[src/hdl/sps_pkg.sv]
// Shared types, timing constants and helper functions for the strobe pulse and
// set point sequencer. No dependencies; imported by sps_step and the top level.
package sps_pkg;

    // Timing constants, all in microseconds.
    localparam int REARM_US       = 32258;   // 1e6 / 31
    localparam int PULSE_CAP_US   = 20000;
    localparam int SEND_DELAY_US  = 1000;
    localparam int SEND_TIME_US   = 2500;
    localparam int SYNC_US        = 1000;
    localparam int RESEND_US      = 200000;
    localparam int PERIOD_UNIT_US = 100;

    localparam int UPDATE_BITS = 18;
    localparam int PERIOD_US_BITS = 23;
    localparam int CFG_IDX_BITS = 4;

    // Configuration register indexes.
    localparam logic [CFG_IDX_BITS-1:0] CFG_PERIOD = CFG_IDX_BITS'(0);
    localparam logic [CFG_IDX_BITS-1:0] CFG_LENGTH = CFG_IDX_BITS'(1);

    typedef enum logic [1:0] {
        MS_IDLE   = 2'd0,
        MS_PULSE  = 2'd1,
        MS_BREAK  = 2'd2,
        MS_SERIAL = 2'd3
    } t_mstate;

    // Sequencer state apart from the wide timers.
    typedef struct packed {
        t_mstate                mstate;
        logic                   pending_valid;
        logic                   gen_pulse_on;
        logic                   gen_sync_on;
        logic                   serial_line;
        logic [7:0]             pending_visible;
        logic [7:0]             pending_uv;
        logic [7:0]             stored_visible;
        logic [7:0]             stored_uv;
        logic [UPDATE_BITS-1:0] since_update;
    } t_ctrl;

    // One result word.
    typedef struct packed {
        logic       strobe_level;
        logic       sync_level;
        logic       line_is_serial;
        logic       send_frame;
        logic [7:0] frame_visible;
        logic [7:0] frame_uv;
        logic       pulse_skipped;
        logic       pulse_overlong;
    } t_result;

    function automatic logic [PERIOD_US_BITS-1:0] period_to_us(input logic [15:0] p);
        return PERIOD_US_BITS'(p) * PERIOD_US_BITS'(PERIOD_UNIT_US);
    endfunction

endpackage

[src/hdl/sps_step.sv]
// Combinational next-state and result logic for one input word of the sequencer.
// Depends on sps_pkg for the state and result structs and the timing constants.
module sps_step
    import sps_pkg::*;
#(
    parameter int TIMER_BITS = 24
) (
    input  logic [15:0]           i_period,
    input  logic [15:0]           i_length,
    input  t_ctrl                 i_ctrl,
    input  logic [TIMER_BITS-1:0] i_since_pulse,
    input  logic [TIMER_BITS-1:0] i_since_serial,
    input  logic [TIMER_BITS-1:0] i_since_nominal,
    input  logic [9:0]            i_advance_us,
    input  logic                  i_trigger_level,
    input  logic                  i_setpoint_write,
    input  logic [7:0]            i_visible_value,
    input  logic [7:0]            i_uv_value,
    output t_ctrl                 o_ctrl,
    output logic [TIMER_BITS-1:0] o_since_pulse,
    output logic [TIMER_BITS-1:0] o_since_serial,
    output logic [TIMER_BITS-1:0] o_since_nominal,
    output t_result               o_result
);

    localparam int CW = (TIMER_BITS > PERIOD_US_BITS) ? TIMER_BITS : PERIOD_US_BITS;

    function automatic logic [TIMER_BITS-1:0] sat_add(input logic [TIMER_BITS-1:0] t,
                                                      input logic [9:0] a);
        logic [TIMER_BITS:0] s;
        s = {1'b0, t} + (TIMER_BITS+1)'(a);
        return s[TIMER_BITS] ? {TIMER_BITS{1'b1}} : s[TIMER_BITS-1:0];
    endfunction

    logic [PERIOD_US_BITS-1:0] w_period_us;
    assign w_period_us = period_to_us(i_period);

    always_comb begin
        t_ctrl                   c;
        t_result                 r;
        logic [TIMER_BITS-1:0]   ps;
        logic [TIMER_BITS-1:0]   ss;
        logic [TIMER_BITS-1:0]   np;
        logic [UPDATE_BITS:0]    us;
        logic [CW-1:0]           el_w;
        logic [CW-1:0]           per_w;

        c = i_ctrl;
        r = '0;

        // All timers advance first, each saturating.
        ps = sat_add(i_since_pulse, i_advance_us);
        ss = sat_add(i_since_serial, i_advance_us);
        np = sat_add(i_since_nominal, i_advance_us);
        us = {1'b0, i_ctrl.since_update} + (UPDATE_BITS+1)'(i_advance_us);
        c.since_update = us[UPDATE_BITS] ? {UPDATE_BITS{1'b1}} : us[UPDATE_BITS-1:0];

        // A new set point is sent at once when the machine is idle.
        if (i_setpoint_write) begin
            c.pending_valid   = 1'b1;
            c.pending_visible = i_visible_value;
            c.pending_uv      = i_uv_value;
            if (c.mstate == MS_IDLE) begin
                ss              = '0;
                c.mstate        = MS_SERIAL;
                c.serial_line   = 1'b1;
                r.send_frame    = 1'b1;
                r.frame_visible = c.pending_visible;
                r.frame_uv      = c.pending_uv;
                c.pending_valid = 1'b0;
            end
            c.stored_visible = i_visible_value;
            c.stored_uv      = i_uv_value;
            c.since_update   = '0;
        end

        case (c.mstate)
            MS_PULSE: begin
                if (ps >= TIMER_BITS'(PULSE_CAP_US)) begin
                    r.pulse_overlong = 1'b1;
                    c.mstate         = MS_BREAK;
                end
            end
            MS_BREAK: begin
                if (c.pending_valid && ps >= TIMER_BITS'(PULSE_CAP_US + SEND_DELAY_US)) begin
                    ss              = '0;
                    c.mstate        = MS_SERIAL;
                    c.serial_line   = 1'b1;
                    r.send_frame    = 1'b1;
                    r.frame_visible = c.pending_visible;
                    r.frame_uv      = c.pending_uv;
                    c.pending_valid = 1'b0;
                end
                if (ps >= TIMER_BITS'(REARM_US)) begin
                    c.serial_line = 1'b0;
                    c.mstate      = MS_IDLE;
                end
            end
            MS_SERIAL: begin
                if (ss >= TIMER_BITS'(SEND_TIME_US)) begin
                    if (ps >= TIMER_BITS'(REARM_US)) begin
                        c.serial_line = 1'b0;
                        c.mstate      = MS_IDLE;
                    end else begin
                        c.mstate = MS_BREAK;
                    end
                end
            end
            default: begin
            end
        endcase

        el_w  = CW'(np);
        per_w = CW'(w_period_us);
        if (i_period != 16'd0) begin
            // Internal generator.
            if (c.gen_pulse_on && np > TIMER_BITS'(i_length)) begin
                if (c.mstate == MS_PULSE) begin
                    c.mstate = MS_BREAK;
                end
                c.gen_pulse_on = 1'b0;
            end
            if (c.gen_sync_on && np > TIMER_BITS'(SYNC_US)) begin
                c.gen_sync_on = 1'b0;
            end
            if (!c.gen_pulse_on && !c.gen_sync_on && el_w > per_w) begin
                if (c.mstate != MS_IDLE) begin
                    r.pulse_skipped = 1'b1;
                end else begin
                    c.mstate = MS_PULSE;
                    ps       = '0;
                end
                c.gen_pulse_on = 1'b1;
                c.gen_sync_on  = 1'b1;
                np             = TIMER_BITS'(el_w - per_w);
            end
        end else begin
            // External trigger: rising level starts, falling level ends.
            if (!c.gen_pulse_on && i_trigger_level) begin
                c.gen_pulse_on = 1'b1;
                if (c.mstate != MS_IDLE) begin
                    r.pulse_skipped = 1'b1;
                end else begin
                    c.mstate = MS_PULSE;
                    ps       = '0;
                end
            end
            if (c.gen_pulse_on && !i_trigger_level) begin
                c.gen_pulse_on = 1'b0;
                if (c.mstate == MS_PULSE) begin
                    c.mstate = MS_BREAK;
                end
            end
        end

        // Periodic resend of the stored set point.
        if (c.since_update > UPDATE_BITS'(RESEND_US)) begin
            c.pending_valid   = 1'b1;
            c.pending_visible = c.stored_visible;
            c.pending_uv      = c.stored_uv;
            if (c.mstate == MS_IDLE) begin
                ss              = '0;
                c.mstate        = MS_SERIAL;
                c.serial_line   = 1'b1;
                r.send_frame    = 1'b1;
                r.frame_visible = c.pending_visible;
                r.frame_uv      = c.pending_uv;
                c.pending_valid = 1'b0;
            end
            c.since_update = '0;
        end

        r.strobe_level   = (c.mstate == MS_PULSE);
        r.sync_level     = c.gen_sync_on;
        r.line_is_serial = c.serial_line;

        o_ctrl          = c;
        o_since_pulse   = ps;
        o_since_serial  = ss;
        o_since_nominal = np;
        o_result        = r;
    end

endmodule

[src/hdl/strobe_pulse_and_setpoint_sequencer_unit.sv]
// Top level of the strobe pulse and set point sequencer: handshakes, registers
// and configuration. Depends on sps_pkg and sps_step.
//
//  Channel   Direction  Handshake                  Word carried
//  -------   ---------  -------------------------  ----------------------------------
//  in        to block   i_in_valid / o_in_ready    advance, trigger, set point
//  out       from block o_out_valid / i_out_ready  strobe, sync, serial, frame, flags
//  cfg       to block   i_cfg_valid / o_cfg_ready  register index and write data
//
// One word is accepted in every cycle unless the output stalls. A word taken
// at a clock edge sits in the input register, passes through the single-pass step
// logic and lands in the result register, where it raises o_out_valid; a stalled
// output keeps it waiting first. The rate is set by that one step stage.
// Reset is synchronous and active low; it restores every timer, flag and control
// register at once (payload registers are not reset), so no clearing pass is needed.
// When the output is stalled the result register holds, one further word waits
// in the input register, and only then does o_in_ready drop.
module strobe_pulse_and_setpoint_sequencer_unit
    import sps_pkg::*;
#(
    parameter int TIMER_BITS = 24
) (
    input  logic                    i_clk,
    input  logic                    i_rst_n,
    input  logic                    i_in_valid,
    output logic                    o_in_ready,
    input  logic [9:0]              i_advance_us,
    input  logic                    i_trigger_level,
    input  logic                    i_setpoint_write,
    input  logic [7:0]              i_visible_value,
    input  logic [7:0]              i_uv_value,
    output logic                    o_out_valid,
    input  logic                    i_out_ready,
    output logic                    o_strobe_level,
    output logic                    o_sync_level,
    output logic                    o_line_is_serial,
    output logic                    o_send_frame,
    output logic [7:0]              o_frame_visible,
    output logic [7:0]              o_frame_uv,
    output logic                    o_pulse_skipped,
    output logic                    o_pulse_overlong,
    input  logic                    i_cfg_valid,
    output logic                    o_cfg_ready,
    input  logic [CFG_IDX_BITS-1:0] i_cfg_index,
    input  logic [15:0]             i_cfg_data
);

    localparam int CW = (TIMER_BITS > PERIOD_US_BITS) ? TIMER_BITS : PERIOD_US_BITS;

    // Input register.
    logic        r_in_valid;
    logic [9:0]  r_in_advance;
    logic        r_in_trigger;
    logic        r_in_write;
    logic [7:0]  r_in_visible;
    logic [7:0]  r_in_uv;

    // Sequencer state and configuration.
    t_ctrl                 r_ctrl, n_ctrl;
    logic [TIMER_BITS-1:0] r_since_pulse, n_since_pulse;
    logic [TIMER_BITS-1:0] r_since_serial, n_since_serial;
    logic [TIMER_BITS-1:0] r_since_nominal, n_since_nominal;
    logic [15:0]           r_period;
    logic [15:0]           r_length;

    // Result register.
    logic    r_out_valid;
    t_result r_out, n_out;

    logic w_advance;
    logic w_in_accept;
    logic w_cfg_write;
    logic [CW-1:0] w_new_period_us;
    logic [TIMER_BITS-1:0] w_nominal_init;

    // The stored word moves on whenever the result register is free or emptying.
    assign w_advance   = r_in_valid && (!r_out_valid || i_out_ready);
    assign o_in_ready  = !r_in_valid || w_advance;
    assign w_in_accept = i_in_valid && o_in_ready;
    // A register write is taken only while no word waits to be processed, so it
    // never lands in the same cycle as a state update.
    assign o_cfg_ready = !r_in_valid;
    assign w_cfg_write = i_cfg_valid && o_cfg_ready;

    // Enabling the generator loads the nominal timer with the period, held to
    // the timer's range; the first advance would saturate it there anyway.
    assign w_new_period_us = CW'(period_to_us(i_cfg_data));
    assign w_nominal_init  = (w_new_period_us > CW'({TIMER_BITS{1'b1}})) ?
                             {TIMER_BITS{1'b1}} : TIMER_BITS'(w_new_period_us);

    sps_step #(
        .TIMER_BITS(TIMER_BITS)
    ) u_step (
        .i_period        (r_period),
        .i_length        (r_length),
        .i_ctrl          (r_ctrl),
        .i_since_pulse   (r_since_pulse),
        .i_since_serial  (r_since_serial),
        .i_since_nominal (r_since_nominal),
        .i_advance_us    (r_in_advance),
        .i_trigger_level (r_in_trigger),
        .i_setpoint_write(r_in_write),
        .i_visible_value (r_in_visible),
        .i_uv_value      (r_in_uv),
        .o_ctrl          (n_ctrl),
        .o_since_pulse   (n_since_pulse),
        .o_since_serial  (n_since_serial),
        .o_since_nominal (n_since_nominal),
        .o_result        (n_out)
    );

    // Control state, timers and configuration, all set to their start values by reset.
    always_ff @(posedge i_clk) begin
        if (!i_rst_n) begin
            r_in_valid             <= 1'b0;
            r_out_valid            <= 1'b0;
            r_ctrl.mstate          <= MS_IDLE;
            r_ctrl.pending_valid   <= 1'b0;
            r_ctrl.gen_pulse_on    <= 1'b0;
            r_ctrl.gen_sync_on     <= 1'b0;
            r_ctrl.serial_line     <= 1'b0;
            r_ctrl.pending_visible <= 8'd0;
            r_ctrl.pending_uv      <= 8'd0;
            r_ctrl.stored_visible  <= 8'd0;
            r_ctrl.stored_uv       <= 8'd0;
            r_ctrl.since_update    <= UPDATE_BITS'(RESEND_US);
            r_since_pulse          <= TIMER_BITS'(REARM_US);
            r_since_serial         <= TIMER_BITS'(REARM_US);
            r_since_nominal        <= '0;
            r_period               <= 16'd0;
            r_length               <= 16'd0;
        end else begin
            if (w_in_accept) begin
                r_in_valid <= 1'b1;
            end else if (w_advance) begin
                r_in_valid <= 1'b0;
            end

            if (w_advance) begin
                r_out_valid <= 1'b1;
            end else if (i_out_ready) begin
                r_out_valid <= 1'b0;
            end

            if (w_advance) begin
                r_ctrl          <= n_ctrl;
                r_since_pulse   <= n_since_pulse;
                r_since_serial  <= n_since_serial;
                r_since_nominal <= n_since_nominal;
            end

            // Register writes come only while no word waits in the input register.
            if (w_cfg_write) begin
                case (i_cfg_index)
                    CFG_PERIOD: begin
                        r_period <= i_cfg_data;
                        if (r_period == 16'd0) begin
                            r_since_nominal <= w_nominal_init;
                        end
                    end
                    CFG_LENGTH: begin
                        r_length <= i_cfg_data;
                    end
                    default: begin
                    end
                endcase
            end
        end
    end

    // Payload registers need no reset.
    always_ff @(posedge i_clk) begin
        if (w_in_accept) begin
            r_in_advance <= i_advance_us;
            r_in_trigger <= i_trigger_level;
            r_in_write   <= i_setpoint_write;
            r_in_visible <= i_visible_value;
            r_in_uv      <= i_uv_value;
        end
        if (w_advance) begin
            r_out <= n_out;
        end
    end

    assign o_out_valid      = r_out_valid;
    assign o_strobe_level   = r_out.strobe_level;
    assign o_sync_level     = r_out.sync_level;
    assign o_line_is_serial = r_out.line_is_serial;
    assign o_send_frame     = r_out.send_frame;
    assign o_frame_visible  = r_out.frame_visible;
    assign o_frame_uv       = r_out.frame_uv;
    assign o_pulse_skipped  = r_out.pulse_skipped;
    assign o_pulse_overlong = r_out.pulse_overlong;

    // A pulse cut short by the pulse cap leaves the machine out of the pulse.
    a_overlong_ends: assert property (@(posedge i_clk) disable iff (!i_rst_n)
        r_out_valid && r_out.pulse_overlong |-> !r_out.strobe_level)
        else $error("overlong pulse reported while strobe still high");

    // The strobe and the serial hand-over never share the first pin.
    a_pin_exclusive: assert property (@(posedge i_clk) disable iff (!i_rst_n)
        r_out_valid && r_out.strobe_level |-> !r_out.line_is_serial)
        else $error("strobe high while line handed to serial");

    // A word held back by a stalled output stays in the input register.
    a_input_held: assert property (@(posedge i_clk) disable iff (!i_rst_n)
        r_in_valid && !w_advance |=> r_in_valid && $stable(r_in_advance)
                                     && $stable(r_in_write))
        else $error("held input word lost or changed");

    // The machine only moves when a word is processed.
    a_state_quiet: assert property (@(posedge i_clk) disable iff (!i_rst_n)
        !w_advance |=> $stable(r_ctrl.mstate) && $stable(r_since_pulse))
        else $error("sequencer state changed without an input word");

endmodule

[config.mk]
export PLATFORM = sky130hd
export DESIGN_NAME = strobe_pulse_and_setpoint_sequencer_unit
export DESIGN_NICKNAME = d
export VERILOG_FILES = /design/src/hdl/sps_pkg.sv /design/src/hdl/sps_step.sv /design/src/hdl/strobe_pulse_and_setpoint_sequencer_unit.sv
export SDC_FILE = /design/constraint.sdc
export NUM_CORES = 1
export LEC_CHECK = 0
export BUFFER_PORTS_ARGS = -buffer_cell sky130_fd_sc_hd__buf_2
export CAP_MARGIN = 20
export CORE_UTILIZATION = 40
export DETAILED_ROUTE_END_ITERATION = 10
export PLACE_DENSITY = 0.56
export SLEW_MARGIN = 20
export SYNTH_ARGS = -nofsm -noshare
export SYNTH_HDL_FRONTEND = slang
export SYNTH_SLANG_ARGS = --single-unit
[constraint.sdc]
create_clock -name i_clk -period 15.1 [get_ports i_clk]
set_clock_uncertainty 0.15 [all_clocks]
set_input_delay 1.51 -clock i_clk [delete_from_list [all_inputs] [get_ports i_clk]]
set_output_delay 1.51 -clock i_clk [all_outputs]
set_load 0.01 [all_outputs]
* Word-level counts from Yosys, hierarchy flattened
Cells that the tools add are included.
Storage, ports and cells: flip-flop bits (word level) 212, input port bits 53, output and inout bits 25, word-level logic and storage cells 162
Operators by class: $add $sub $neg 5, multipliers 2, magnitude comparators 9, eq/ne operators 7, multiplexer cells 80, reduce and logical (&&, ||, !) cells 29
Operator list (count):
- 2-to-1 mux 24 bit | 21
- 2-to-1 mux 17 bit | 7
- adder 24 x 10 -> 25 bit | 3
- >= comparator 24 x 15 -> 1 bit, second input constant | 3
- 2-to-1 mux 51 bit | 1
- multiplier 16 x 5 -> 21 bit, second input constant | 2
- 2-to-1 mux 18 bit | 2
- 2-to-1 mux 2 bit | 16
- 2-to-1 mux 1 bit | 26
- >= comparator 24 x 12 -> 1 bit, second input constant | 1
- greater-than comparator 23 x 24 -> 1 bit, second input constant | 1
- greater-than comparator 24 x 10 -> 1 bit, second input constant | 1
- greater-than comparator 24 x 16 -> 1 bit | 1
- greater-than comparator 24 x 23 -> 1 bit | 1
- subtractor 24 x 23 -> 24 bit | 1
- adder 18 x 10 -> 19 bit | 1
- greater-than comparator 18 bit, second input constant | 1
- zero test 16 bit | 1
- nonzero test 16 bit | 1
- 2-to-1 mux 3 bit | 5
- logical AND 1 bit | 10
- equality test 2 x 1 -> 1 bit, second input constant | 4
- nonzero test 2 bit | 4
- zero test 1 bit | 6
- 8 further kinds | 12

* Logic depth before layout (Yosys ltp)
Gate-level depths: netlist of the first run.
depth after elaboration 19, depth in mapped cells 33, mapped depth without buffers 32

* Cells and area by module
From an unflattened synthesis of the first run, not the netlist that was laid out.
Unflattened totals: cells, all modules 2303, area total of the unflattened synthesis 18300.1 µm²
Modules (own cells, without submodules):
- strobe_pulse_and_setpoint_sequencer_unit | instances 1, cells an instance 961, area an instance 9181.3 µm²
- sps_step | instances 1, cells an instance 1342, area an instance 9118.7 µm²

* Worst setup path before layout of the first run
Ideal clock, no wire load.
path kind register to register, start point register r_period[2], end point register r_out (netlist bit o_frame_uv[6]), data pin, setup time 0.267 ns, arrival time 6.099 ns, slack 8.585 ns, cell stages (with the launch flop) 33, buffers on the path 1, period minus slack after synthesis 6.515 ns, path through dfxtp_1 -> inv_1 -> ha_1 -> ha_1 -> inv_1 -> fa_1 -> inv_1 -> ha_1 -> a21oi_1 -> o21ai_0 -> a21oi_1 -> o21ai_0 -> a21oi_1 -> o21ai_0 -> or4_1 -> o311ai_0 -> o2111ai_1 -> a21oi_1 -> xor2_1 -> ha_1 -> a21o_1 -> or3_1 -> o21ai_0 -> nor2_1 -> o21ai_0 -> nand2b_1 -> a21oi_1 -> a211oi_4 -> nor3_4 -> nand2_1 -> buf_2 -> nor2_1 -> o22ai_1
RTL lines:
- from (decl) | RTL line strobe_pulse_and_setpoint_sequencer_unit.sv:63 | logic [15:0] r_period;
- from (signal assigned) | RTL line strobe_pulse_and_setpoint_sequencer_unit.sv:156 | r_period <= i_cfg_data;
- to (signal assigned) | RTL line strobe_pulse_and_setpoint_sequencer_unit.sv:181 | r_out <= n_out;
- to (decl) | RTL line strobe_pulse_and_setpoint_sequencer_unit.sv:68 | t_result r_out, n_out;

* Final worst setup path of the first run
start point register r_period[3], end point register r_since_serial[16]
Between the ends: cells in the longest elaborated chain, start to end 8, elaborated cells between the ends (all ways) 9
Ends and longest elaborated chain:
- multiplier 16 x 5 -> 21 bit | RTL line sps_pkg.sv:56 | return PERIOD_US_BITS'(p) * PERIOD_US_BITS'(PERIOD_UNIT_US);
- greater-than comparator 24 x 23 -> 1 bit | RTL line sps_step.sv:126 | if (!c.gen_pulse_on && !c.gen_sync_on && el_w > per_w) begin
- logical AND 1 bit | RTL line sps_step.sv:126
- 2-to-1 mux 2 bit | RTL line sps_step.sv:126
- 2-to-1 mux 2 bit (*) | RTL line sps_step.sv:115 | if (i_period != 16'd0) begin
- zero test 2 bit (*) | RTL line sps_step.sv:161 | if (c.mstate == MS_IDLE) begin
- 2-to-1 mux 24 bit (*) | RTL line sps_step.sv:161
- 2-to-1 mux 24 bit (*) | RTL line sps_step.sv:157 | if (c.since_update > UPDATE_BITS'(RESEND_US)) begin
- to (signal assigned) | RTL line strobe_pulse_and_setpoint_sequencer_unit.sv:128 | r_since_serial <= TIMER_BITS'(REARM_US);
- to (signal assigned) | RTL line strobe_pulse_and_setpoint_sequencer_unit.sv:148 | r_since_serial <= n_since_serial;
- to (decl) | RTL line strobe_pulse_and_setpoint_sequencer_unit.sv:61 | logic [TIMER_BITS-1:0] r_since_serial, n_since_serial;
Every way passes the cells marked *; elsewhere a longest branch is shown, timed or not. A chain may end at the register's enable or synchronous reset.

==> results.sh, run 1 <==
export IMPL_synth_adder_area_share=0.1716
export IMPL_synth_area_mux_share=0.01737
export IMPL_cts_resized=0
export IMPL_cp_arrival_ns=7.87
export IMPL_period_needed_ns=7.585
export IMPL_p_seq_frac=0.328
export IMPL_initialDrtViolationCount=830
export IMPL_io_buffers=77
export IMPL_cts_inserted_buffers=27
export IMPL_p_per_area_nw_per_um2=105.1
export IMPL_sw_frac_of_total=0.3444
export IMPL_cp_required_ns=15.38
export IMPL_final_max_slew_viol_count=0
export IMPL_rsz0062_at_grt="no"
export IMPL_totalPowerFinal_uw=1974
export IMPL_cts_max_level=1
export IMPL_wl_per_cell_um=18.05
export IMPL_place_congestion=0.9041
export IMPL_fp_dieH_um=208.2
export IMPL_slew_headroom=0.2949
export IMPL_synth_seq_cells=212
export IMPL_fmax_mhz=131.8
export IMPL_synth_compound_area_share=0.2458
export IMPL_grt_max_degree=84
export IMPL_min_path_type="reg2reg"
export IMPL_final_setup_tns_ns=0
export IMPL_synth_top_family_by_area="compound AO/OA/AOI/OAI gates"
export IMPL_first_pass_iters=5
export IMPL_clk_path_buf_depth=3
export IMPL_nets=2388
export IMPL_syn_inst=2089
export IMPL_netSwitchingPower_uw=679.7
export IMPL_grt_usage=0.2217
export IMPL_finalCritPeriodShare=0.5023
export IMPL_area_growth_pct=10.42
export IMPL_crit_type="reg2reg"
export IMPL_cts_tree="yes"
export IMPL_clk_pin_slew_ns=0.07
export IMPL_synth_ff_type="dfxtp_1"
export IMPL_setup_viol=0
export IMPL_status="finished clean"
export IMPL_vias=15240
export IMPL_cp_end_kind="flip-flop"
export IMPL_die_w_um=208.2
export IMPL_synth_simple_area_share=0.1819
export IMPL_yosysWarnings=0
export IMPL_clk_latency_ns=0.56
export IMPL_startpoint_type="flip-flop"
export IMPL_synth_xor_area_share=0.04173
export IMPL_drive_gt1_frac=0.08275
export IMPL_ant_nets=0
export IMPL_io_pins=78
export IMPL_cts_hold_buf=0
export IMPL_clock_root_buffer="clkbuf_16"
export IMPL_grt_overflow_total=0
export IMPL_remaining_drc_errors=0
export IMPL_synth_avg_cell_area_um2=8.138
export IMPL_max_cap_viol_count=0
export IMPL_place_hpwl_mm=35.42
export IMPL_placeableCoreArea_um2=41950
export IMPL_syn_area_um2=17000
export IMPL_die_area_um2=43330
export IMPL_via_per_inst=5.692
export IMPL_hold_violations=0
export IMPL_synthArstFlopShare=0
export IMPL_wirelength_mm=48.34
export IMPL_slowest_delay_ns=0.69
export IMPL_p_clk_frac=0.357
export IMPL_p_leak_uw=0.008264
export IMPL_postCtsSetupRepairBufs=0
export IMPL_antenna_found_initial=0
export IMPL_cts_num_sinks=212
export IMPL_final_util=0.4475
export IMPL_grt_first_pass_wirelength_mm=78.07
export IMPL_yosysSeqAreaShare=0.2791
export IMPL_worst_slew_pin_slew_ns=1.050
export IMPL_internal_power_uw=1294
export IMPL_critPathMaxFanout=17
export IMPL_initial_utilization=0.4053
export IMPL_yosysUniqueCellTypes=88
export IMPL_synth_nets=2359
export IMPL_fp_row_count=75
export IMPL_combPwrFrac=0.315
export IMPL_grt_pass1_vias=15040
export IMPL_max_vdd_ir_drop_uv=92.63
export IMPL_synth_edff_count=50
export IMPL_cp_slowest_cell="and2_1"
export IMPL_diodes=0
## placed cells by master, fill, tap and decap left out, types with 32 or more instances in the layout
cell type  synthesis  routed
a31oi_1           32      32
xnor2_1           42      42
o22ai_1           50      50
buf_2              5      76
o21ai_0          121     121
nand3_1           55      55
edfxtp_1          50      50
nor2_1           142     142
ha_1             190     190
nand2_1          231     231
a21boi_0          44      44
dfxtp_1          162     162
xor2_1            39      39
inv_1            187     187
a21oi_1          148     148
## worst max-delay path: cells and delay by family (launching register included)
family | cells | cell delay [ns]
AOI/OAI and AO/OA | 15 | 2.84
xor gates and xnor gates | 1 | 0.18
adders and majority gates | 5 | 1.70
buffers and inverters | 3 | 0.16
DFF | 1 | 0.41
and+or+nand+nor | 7 | 2.01
## state kept, by name (all words and copies together) (netlist names), 10 cells and up
name,flops
r_ctrl,56
r_since_nominal,24
r_since_pulse,24
r_since_serial,24
r_length,16
r_period,16
r_in_advance,10
## synthesized netlist by cell type (30+ instances only)
master,instances,area share
nand2_1,231,0.051
ha_1,190,0.14
inv_1,187,0.041
dfxtp_1,162,0.19
a21oi_1,148,0.044
nor2_1,142,0.031
o21ai_0,121,0.036
clkbuf_1,68,0.015
nand3_1,55,0.016
edfxtp_1,50,0.088
o22ai_1,50,0.018
a21boi_0,44,0.019
xnor2_1,42,0.022
xor2_1,39,0.020
a31oi_1,32,0.012
nor3_1,30,0.0088
## power by group through the flow
stage	Clock [uW]	Combinational [uW]	Sequential (uW)
6_report	705	621	648
5_1_grt	743	693	651
4_1_cts	722	618	647
3_5_place_dp	0	614	659
3_3_place_gp	0	608	659
2_1_floorplan	0	463	648
## worst paths after layout
check,slack [ns],from,depth (start not counted),endpoint
worst max-delay path,7.52,r_period[3]$_SDFFE_PN0P_,31,r_since_serial[16]$_SDFFE_PN0P_
worst max register to register,7.52,r_period[3]$_SDFFE_PN0P_,31,r_since_serial[16]$_SDFFE_PN0P_
worst min-delay path,0.31,r_since_serial[0]$_SDFFE_PN0P_,2,r_since_serial[0]$_SDFFE_PN0P_
worst min register to register,0.31,r_since_serial[0]$_SDFFE_PN0P_,2,r_since_serial[0]$_SDFFE_PN0P_
## metal layers
| metal | vias up | track usage | share of wire | routed length [um] |
|---|---|---|---|---|
| met1 | 7205 | 0.2849 | 0.45 | 21650 |
| met3 | 90 | 0.02249 | 0.044 | 2107 |
| met5 | - | 0 | 0 | 0 |
| met2 | 367 | 0.3865 | 0.48 | 23020 |
| li1 | 7580 | - | - | - |
| met4 | 0 | 0.07535 | 0.032 | 1557 |
## area by class of cell
cell class,count,area [um^2]
clock buffers,33,739.5
clock inverters,17,227.7
fillers,4193,23170
inverters,189,711.9
multi-input cells,1600,11200
flip-flops and latches,212,4745
well taps,539,674.4
repair buffers,88,470.5
## cells by family after synthesis
group / Yosys count
adders and majority gates: 217
DFF: 212
and+or+nand+nor: 648
buffers and inverters: 277
xor gates and xnor gates: 81
muxes: 29
AOI/OAI and AO/OA: 625
## per-stage QoR
step / area [um^2] / std cells / hold slack (ns) / setup slack, ns
after floorplan: 17000 / 2089 / 0.2791 / 8.585
after global placement: 17800 / 2628 / 0.2901 / 7.659
after detailed placement: 17810 / 2628 / 0.3004 / 7.536
after CTS: 18770 / 2678 / 0.3158 / 7.479
after global routing: 18770 / 2678 / 0.3389 / 6.852
final: 18770 / 2678 / 0.3139 / 7.515
(Power assumes the default switching activity.)
==> inputs of run 2 (changes only) <==
- ABC_AREA: default -> 1
- clock period: 15.1 -> 7.95 ns (I/O delays scaled with it)
==> results.sh, run 2 <==
export IMPL_dpl_instance_area_um2=19140
export IMPL_die_area_um2=46590
export IMPL_p_leak_uw=0.01001
export IMPL_fp_row_count=77
export IMPL_largest_reg_flops=56
export IMPL_fp_dieH_um=215.9
export IMPL_top_register="r_ctrl"
export IMPL_cts_max_level=1
export IMPL_wl_per_cell_um=16.58
export IMPL_final_cell_area_um2=20080
export IMPL_synth_edff_count=50
export IMPL_status="finished clean"
export IMPL_nets=2980
export IMPL_cts_inserted_buffers=28
export IMPL_drive_gt1_frac=0.09410
export IMPL_via_per_inst=5.262
export IMPL_top_layer="met4"
export IMPL_vias=17480
export IMPL_met1_length_mm=25.71
export IMPL_grt_pass1_vias=16840
export IMPL_worst_slew_pin_slew_ns=0.9427
export IMPL_yosysTopAreaCell="dfxtp_1"
export IMPL_initial_utilization=0.4092
export IMPL_synth_seq_cells=212
export IMPL_cts_tree="yes"
export IMPL_rsz0062_at_grt="no"
export IMPL_synth_ff_type="dfxtp_1"
export IMPL_setup_slack_ns=1.169
export IMPL_internal_power_uw=2500
export IMPL_grt_first_pass_wirelength_mm=88.25
export IMPL_rrSetupSlack_ns=1.17
export IMPL_slew_headroom=0.3715
export IMPL_met3WireLength_mm=2.324
export IMPL_die_w_um=215.9
export IMPL_cp_arrival_ns=7.04
export IMPL_p_per_area_nw_per_um2=206.1
export IMPL_synthArstFlopShare=0
export IMPL_ant_nets=0
export IMPL_synth_top_cell_area_share=0.1773
export IMPL_regArea_um2=4745
export IMPL_max_cap_viol_count=0
export IMPL_postCtsSetupRepairBufs=0
export IMPL_slowest_delay_ns=0.49
export IMPL_clk_path_buf_depth=3
export IMPL_syn_inst=2673
export IMPL_p_clk_frac=0.311
export IMPL_finalCritPeriodShare=0.8530
export IMPL_whs_ns=0.2267
export IMPL_fmax_mhz=147.5
export IMPL_ys_top_cells_by_count="nand2_1, inv_1, a21oi_1"
export IMPL_cts_num_sinks=212
export IMPL_cp_required_ns=8.21
export IMPL_yosysUniqueCellTypes=61
export IMPL_clk_latency_ns=0.59
export IMPL_cp_slowest_cell="fa_1"
export IMPL_yosysMostFrequentCell="nand2_1"
export IMPL_first_pass_iters=6
export IMPL_grt_overflow_total=0
export IMPL_area_growth_pct=9.768
export IMPL_combPwrFrac=0.386
export IMPL_final_common_cell="nand2_1"
export IMPL_io_buffers=77
export IMPL_netSwitchingPower_uw=1639
export IMPL_setup_viol=0
export IMPL_clk_pin_slew_ns=0.06
export IMPL_final_setup_tns_ns=0
export IMPL_cts_resized=0
export IMPL_io_pins=78
export IMPL_crit_type="reg2reg"
export IMPL_layout_cells_non_filler=3323
export IMPL_startpoint_type="flip-flop"
export IMPL_cp_end_kind="flip-flop"
export IMPL_wirelength_mm=55.08
export IMPL_place_congestion=0.8926
export IMPL_path_common_cell="nand2_1"
export IMPL_period_needed_ns=6.781
export IMPL_p_seq_frac=0.303
export IMPL_yosys_top_cells_area="dfxtp_1, ha_1, nand2_1, a21oi_1, edfxtp_1"
export IMPL_yosysSeqAreaShare=0.2594
export IMPL_yosysWarnings=0
export IMPL_met2_length_mm=25.62
export IMPL_cts_hold_buf=0
export IMPL_clock_root_buffer="clkbuf_16"
export IMPL_min_path_type="in2reg"
export IMPL_remaining_drc_errors=0
export IMPL_synth_nets=2943
export IMPL_multi_input_area_um2=11670
export IMPL_diodes=0
export IMPL_placeableCoreArea_um2=44700
export IMPL_hold_violations=0
export IMPL_grt_usage=0.2333
export IMPL_synth_avg_cell_area_um2=6.843
export IMPL_sw_frac_of_total=0.3959
export IMPL_final_max_slew_viol_count=0
export IMPL_place_hpwl_mm=41.15
export IMPL_fillers=4676
export IMPL_initialDrtViolationCount=1072
export IMPL_antenna_found_initial=0
export IMPL_final_cell_mix="nand2_1, inv_1, a21oi_1, nand3_1, ha_1"
export IMPL_grt_max_degree=88
export IMPL_max_vdd_ir_drop_uv=161.8
export IMPL_critPathMaxFanout=35
export IMPL_syn_area_um2=18290
export IMPL_dp_cells=3272
export IMPL_dp_slack_ns=1.198
==> run 2: path summary, 6_finish.rpt <==
kind,startpoint,end,cells after the start
worst min register to register,r_ctrl[46]$_SDFFE_PN0P_,r_ctrl[46]$_SDFFE_PN0P_,2
worst max-delay path,r_period[4]$_SDFFE_PN0P_,r_since_pulse[10]$_SDFFE_PN1P_,38
worst max register to register,r_period[4]$_SDFFE_PN0P_,r_since_pulse[10]$_SDFFE_PN1P_,38
worst min-delay path,i_visible_value[4],r_in_visible[4]$_DFFE_PP_,1
==> run 2: layer usage <==
metal  vias to the layer above  global-route usage
li1                       8887                   -
met1                      8139              0.3107
met2                       378              0.3996
met3                        80             0.02001
met4                         0             0.06879
met5                         -                   0
==> run 2: final cells by class <==
class	instances	share of cell area
clock buffer	39	0.03944
sequential	212	0.2363
tap	592	0.03689
clock inverter	12	0.007228
timing repair buffer	90	0.02405
multi-input combinational	1978	0.5811
inverter	400	0.07502
==> run 2: power by group through the flow <==
stage	combinational, uW	sequential [uW]	clock, uW
2_1_floorplan	1200	1250	0
3_5_place_dp	1580	1280	0
4_1_cts	1590	1250	1320
5_1_grt	1800	1260	1370
3_3_place_gp	1570	1270	0
6_report	1600	1250	1290
==> run 2: cell families (layout without fill, tap and decap cells) <==
family                     after synthesis  in the layout  share of synthesized area
DFF                                    212            212                     0.2594
adders and majority gates              217            217                     0.1595
xor gates and xnor gates                75             75                    0.03591
AOI/OAI and AO/OA                      572            572                     0.1708
and+or+nand+nor                       1114           1114                     0.2709
buffers and inverters                  483            541                     0.1036
==> run 2: worst max-delay path, delay by kind of cell, from the launching register on <==
kind	cells	cell delay, ns
AND/OR/NAND/NOR	14	1.79
buffers and inverters	7	0.82
XOR/XNOR	1	0.16
adder cells (fa/ha/maj)	5	1.77
flip-flops	1	0.38
AO/OA/AOI/OAI	11	1.52
==> run 2: metrics by stage <==
step	utilization	power [uW]
after global placement	0.4282	2840
after floorplan	-	2453
final	0.4492	4139
after global routing	0.4492	4428
after detailed placement	0.4282	2856
after CTS	0.4492	4166
